**config.mk**
```make
export PLATFORM = sky130hd
export DESIGN_NAME = sabf_ctrl
export DESIGN_NICKNAME = d
export VERILOG_FILES = /design/src/sabf_pkg.sv /design/src/sabf_ctrl.sv
export SDC_FILE = /design/constraint.sdc
export NUM_CORES = 1
export LEC_CHECK = 0
export ABC_AREA = 1
export BUFFER_PORTS_ARGS = -buffer_cell sky130_fd_sc_hd__buf_2
export CORE_AREA = 2 2 39 41
export CTS_BUF_LIST = sky130_fd_sc_hd__clkbuf_4
export DETAILED_ROUTE_END_ITERATION = 6
export DIE_AREA = 0 0 41 43
export PLACE_DENSITY = 0.37
export SETUP_SLACK_MARGIN = 0.1
export SYNTH_ARGS = -nofsm -noshare
export SYNTH_HDL_FRONTEND = slang
export SYNTH_SLANG_ARGS = --single-unit
export TNS_END_PERCENT = 100
```
**constraint.sdc**
```tcl
create_clock -name clk -period 1.2 [get_ports clk]
set_input_delay 0.12 -clock clk [delete_from_list [all_inputs] [get_ports clk]]
set_output_delay 0.12 -clock clk [all_outputs]
set_load 0.03 [all_outputs]
```
**src/sabf_pkg.sv**
```systemverilog
`timescale 1ns / 1ps
// ----------------------------------------------------------------------------
// sabf_pkg
// Types and constants shared by the shadow alpha box filter modules.
// ----------------------------------------------------------------------------
package sabf_pkg;

  localparam int ALPHA_W = 8;
  localparam int POS_W   = 8;
  localparam int R_W     = 4;
  localparam int DIM_W   = 9;
  localparam int CNT_W   = R_W + 1;
  localparam int COORD_W = POS_W + 2;
  localparam int SUM_W   = 18;
  localparam int DIV_W   = 10;
  localparam int DCNT_W  = 5;
  localparam int CFG_IDX_W = 2;
  localparam int CFG_W   = 9;

  localparam logic [DIV_W-1:0]   DIV_EXTRA = 10'd4;
  localparam logic [SUM_W-1:0]   ALPHA_CAP = 18'd255;
  localparam logic [R_W-1:0]     RADIUS_RST = 4'd8;
  localparam logic [DIM_W-1:0]   DIM_RST = 9'd256;

  localparam logic [CFG_IDX_W-1:0] REG_RADIUS = 2'd0;
  localparam logic [CFG_IDX_W-1:0] REG_WIDTH  = 2'd1;
  localparam logic [CFG_IDX_W-1:0] REG_HEIGHT = 2'd2;

  localparam logic FUNC_WRITE = 1'b0;
  localparam logic FUNC_QUERY = 1'b1;

  typedef enum logic [2:0] {
    ST_IDLE,
    ST_SCAN,
    ST_FLUSH,
    ST_DIV_LOAD,
    ST_DIVIDE,
    ST_DONE
  } state_t;

  typedef struct packed {
    logic wr;
    logic load;
    logic step;
    logic div_init;
    logic div_step;
    logic emit;
  } ctrl_cmd_t;

  typedef struct packed {
    logic scan_last;
    logic div_last;
  } dp_status_t;

endpackage

```
**src/sabf_ctrl.sv**
```systemverilog
`timescale 1ns / 1ps
// ----------------------------------------------------------------------------
// sabf_ctrl
// Sequencer: write strobe for each write item; window scan, flush, divide and result strobe for each query.
// ----------------------------------------------------------------------------
module sabf_ctrl (
  input  logic                   clk,
  input  logic                   rst_n,
  input  logic                   start,
  input  logic                   in_func,
  input  sabf_pkg::dp_status_t   status,
  output sabf_pkg::ctrl_cmd_t    cmd,
  output logic                   busy
);
  import sabf_pkg::*;

  state_t state_r;
  state_t state_nxt;
  logic   accept;

  assign accept = start && (state_r == ST_IDLE);

  always_ff @(posedge clk) begin
    if (!rst_n) begin
      state_r <= ST_IDLE;
    end else begin
      state_r <= state_nxt;
    end
  end

  always_comb begin
    state_nxt = state_r;
    unique case (state_r)
      ST_IDLE: begin
        if (accept && in_func == FUNC_QUERY) state_nxt = ST_SCAN;
      end
      ST_SCAN: begin
        if (status.scan_last) state_nxt = ST_FLUSH;
      end
      ST_FLUSH:    state_nxt = ST_DIV_LOAD;
      ST_DIV_LOAD: state_nxt = ST_DIVIDE;
      ST_DIVIDE: begin
        if (status.div_last) state_nxt = ST_DONE;
      end
      ST_DONE:     state_nxt = ST_IDLE;
      default:     state_nxt = ST_IDLE;
    endcase
  end

  always_comb begin
    cmd  = '0;
    busy = 1'b1;
    unique case (state_r)
      ST_IDLE: begin
        busy     = 1'b0;
        cmd.wr   = accept && (in_func == FUNC_WRITE);
        cmd.load = accept && (in_func == FUNC_QUERY);
      end
      ST_SCAN:     cmd.step = 1'b1;
      ST_FLUSH:    cmd = '0;
      ST_DIV_LOAD: cmd.div_init = 1'b1;
      ST_DIVIDE:   cmd.div_step = 1'b1;
      ST_DONE:     cmd.emit = 1'b1;
      default:     cmd = '0;
    endcase
  end

endmodule

```
======== After elaboration in Yosys (flattened, before gate mapping) ========
Cells that the tools add are included.
storage, ports and cells
  register bits after elaboration ......... 3
  bits in latches ......................... 0
  input port bits ......................... 6
  memory bits (read-only) ................. 0
  word-level logic and storage cells ...... 25
  memories ................................ 0
  memory bits (writable) .................. 0
  output and inout bits ................... 7
operators by class
  bitwise logic cells ..................... 1
  reductions and logical operators ........ 5
  $lt $le $gt $ge ......................... 0
  $mul .................................... 0
  eq/ne operators ......................... 8
  multiplexer cells ....................... 10
  shift-type cells ........................ 0
  $add $sub $neg .......................... 0
  divide/modulo/power cells ............... 0
operator list
  kind                count
  $pmux 3 s5          1
  $mux 3              3
  $eq 3x2->1 const B  2
  $eq 3x3->1 const B  2
  $mux 1              5
  $ne 2x2->1 const B  2
  $eq 3x1->1 const B  1
  $logic_and 1x1->1   3
  $logic_not 3->1     1
  $reduce_and 3->1    1
  $mux 2              1
  $ne 2x1->1 const B  1
  $not 1->1           1

======== Logic depth before layout (Yosys ltp) ========
  depth after elaboration ................. 5
  gate-level depth with buffers ........... 8
  gate-level depth less buffers ........... 8

======== Least setup slack after synthesis ========
Ideal clock, no wire load.
  path kind ............................... register to output
  start point ............................. register state_r[0]
  end point ............................... output cmd[4] (netlist name)
  slack ................................... -0.077 ns
  arrival time ............................ 1.157 ns
  path buffers ............................ 0
  required time ........................... 1.080 ns
  cell stages (with the launch flop) ...... 6
  cell sequence ........................... dfxtp_1 > nor2_2 > nand2_2 > inv_2 > nand2_1 > nor2_1
RTL lines
  what                    RTL line         RTL
  from (decl)             sabf_ctrl.sv:17  state_t state_r;
  from (signal assigned)  sabf_ctrl.sv:27  state_r <= state_nxt;
  to (decl)               sabf_ctrl.sv:12  output sabf_pkg::ctrl_cmd_t cmd,

==> metrics <==
status=complete, but fails checks; failing checks=setup timing; Reg with most FFs=state_r; Tot GR Track Use=9.53%; crit start category=flop; reg2reg start=state_r[0]$_SDFFE_PN0P_; Design Area, Final=~560 sq um; Hold Crit Class=in2reg; setup ws final=-0.0332 ns; Post-DRT Antenna Nets=0; initial antenna violation count=0; number of diodes=0; clock buffer depth=2; Synth area leaders=dfxtp_1, nor2_1, inv_1; Placer Congestion=roughly 0.65; input/output buffers=12; Std-Cell Rows=14; cells after synthesis=38; worst-margin pin slew=between 0.15 and 0.2 ns; Worst EP arrival=1.11 ns; # DRC=0; setup TNS=-0.0386 ns; area leader, netlist=dfxtp_1; die height=~43 um; Hold Fails Final Rpt=0; post-synth top area share=between 20% and 30%; Tmin final=about 1.2 ns; via count=317; RSZ-0062 raised after global routing=true; R2R Path End=state_r[0]$_SDFFE_PN0P_; reg-to-reg slack, setup=around 0.03 ns; Mapped Area=approximately 230 sq um; footprint of the multi-input gates=around 220 sq um; clock-pin slew on the worst setup and hold paths=about 0.03 ns; die area=approximately 1800 sq um; biggest regs=state_r: 3 flops; I/O pin cnt=13; Congestion Overflow GR=0; Final period util=103%; Cells after DPL=between 60 and 70; first-pass GRT wire length=~1100 um; Max VDD drop=approximately 1.1 mV; 1st-iter DRT viols=5; commonest non-fill, non-tap cell in the layout=buf_6; Warnings, synthesis=0; die span in x=~41 um; vias per inst=slightly below 4; critical-path cell list=nor2_4, nand2_4, inv_4, nand2_4, nor2_4, buf_6; critical path's largest stage delay=0.35 ns; Fmax=roughly 0.81 GHz; Final Setup Violations=2; largest net degree at the start of global routing=6; area delta synth->final=145%; vias in the first global route=294; most frequent cells in the layout=buf_6, buf_4, nor2_4; hold-critical path depth=2; relative slew slack=just under 90%; FF+latch area=about 66 sq um; Crit. End Element=output port; core area=between 1000 and 1500 sq um; H-tree levels=1; Min Hold Slack=~0.13 ns; CTS sink cnt=3; worst r2r path cells=9; hold_buf cts=0; max_cap viols=0; share of layout cells above drive strength 1=76.6%; Cell Pwr Density=approximately 2900 nW/um^2; # fillers=~150; kind of critical path=reg2out; Worst Hold Launch=rst_n; power consumption=about 1.6 mW; CTS tree=yes; Crit path required time=between 1 and 1.5 ns; Final nets=just over 70; Yosys cell types=15; synthesized net count=between 40 and 50; Routed WL per cell=9.61 um; Pins Over Slew Limit=0; drt first pass iters=4; slowest cell on the critical path=dfxtp_4; non-filler instance count after layout=80; hpwl dp=between 400 and 500 um; DP Area=362 sq um; hold path endpoint=state_r[2]$_SDFFE_PN0P_; leakage power=around 0.27 nW; Initial Utilization=approximately 17%; Num CTS Buffers=3; drt total wl=approximately 770 um; max FFs per register=3; Root Buffer Master=clkbuf_4; clk_skew=0.000649 ns; Seq cells post-synth=3; post-synthesis sequential area ratio=about a quarter; Crit Path Max Fanout=4; Synth Area per Inst=around 6 sq um; Worst-Skew Late Latency=0.23 ns
[layout make-up]
type,instances,share of cell area (%)
sequential,3,11.8
inverter,8,6.68
clock buffer,4,5.35
tap,16,3.56
multi-input combinational,27,38.8
timing repair buffer,22,33.9
[how the worst max path moves through the flow]
stage / from / depth (start not counted) / endpoint
after floorplan: state_r[1]$_SDFFE_PN0P_ / 5 / cmd[4]
after global placement: state_r[0]$_SDFFE_PN0P_ / 6 / cmd[5]
after detailed placement: state_r[0]$_SDFFE_PN0P_ / 6 / cmd[5]
after CTS: state_r[1]$_SDFFE_PN0P_ / 6 / cmd[5]
after global routing: state_r[0]$_SDFFE_PN0P_ / 6 / cmd[4]
final: state_r[0]$_SDFFE_PN0P_ / 6 / cmd[4]
[synthesized netlist by cell type]
| master | n |
|---|---|
| inv_1 | 5 |
| nand3_1 | 2 |
| o21ai_1 | 2 |
| a21oi_1 | 1 |
| nand2_2 | 2 |
| a21oi_2 | 1 |
| nand3b_1 | 1 |
| o21a_1 | 1 |
| nor3_1 | 2 |
| nor2_2 | 2 |
| inv_2 | 3 |
| nor2_1 | 7 |
| nand2_1 | 5 |
| dfxtp_1 | 3 |
| nand3_2 | 1 |
[logic make-up after synthesis]
logic type | Yosys count | share of synthesized area (%)
AND/OR/NAND/NOR | 22 | 47.0
AO/OA/AOI/OAI | 5 | 13.7
flip-flops | 3 | 26.2
buffers and inverters | 8 | 13.1
[repair_timing]
| item | 4_1_cts | 5_1_grt |
|---|---|---|
| pin swaps | 5 | 7 |
| setup buffers | 5 | 3 |
| resized for setup | 25 | 12 |
| endpoints found under the setup margin | 7 | 9 |
[metrics by stage]
step                      utilization, %  worst slack [ns]
after floorplan                        -            0.0201
after global routing                40.6           -0.0684
after detailed placement            26.1            0.0555
after global placement              26.1            0.0628
after CTS                           36.6          0.000348
final                               40.6           -0.0332
[worst max-delay path: cells and delay by family (launching register included)]
family	cells	cell delay [ns]
simple gates	4	0.34
buf+inv	2	0.19
flops	1	0.35
[per-layer routing]
layer / global-route usage, % / share of wire (%) / wire length (um) / vias up
li1: - / - / - / 168
met1: 9.62 / 38 / 290 / 144
met2: 15.3 / 58 / 445 / 5
met3: 2.09 / 4.3 / 33 / 0
met4: 8.00 / 0 / 0 / 0
met5: 0 / 0 / 0 / -
[power by group]
group | leakage, nW | total (mW) | internal [mW] | switching [mW]
combinational | 0.225 | 1.20 | 0.544 | 0.653
clock | 0.0184 | 0.193 | 0.147 | 0.0463
sequential | 0.0261 | 0.212 | 0.156 | 0.0558
(Power assumes the default switching activity.)
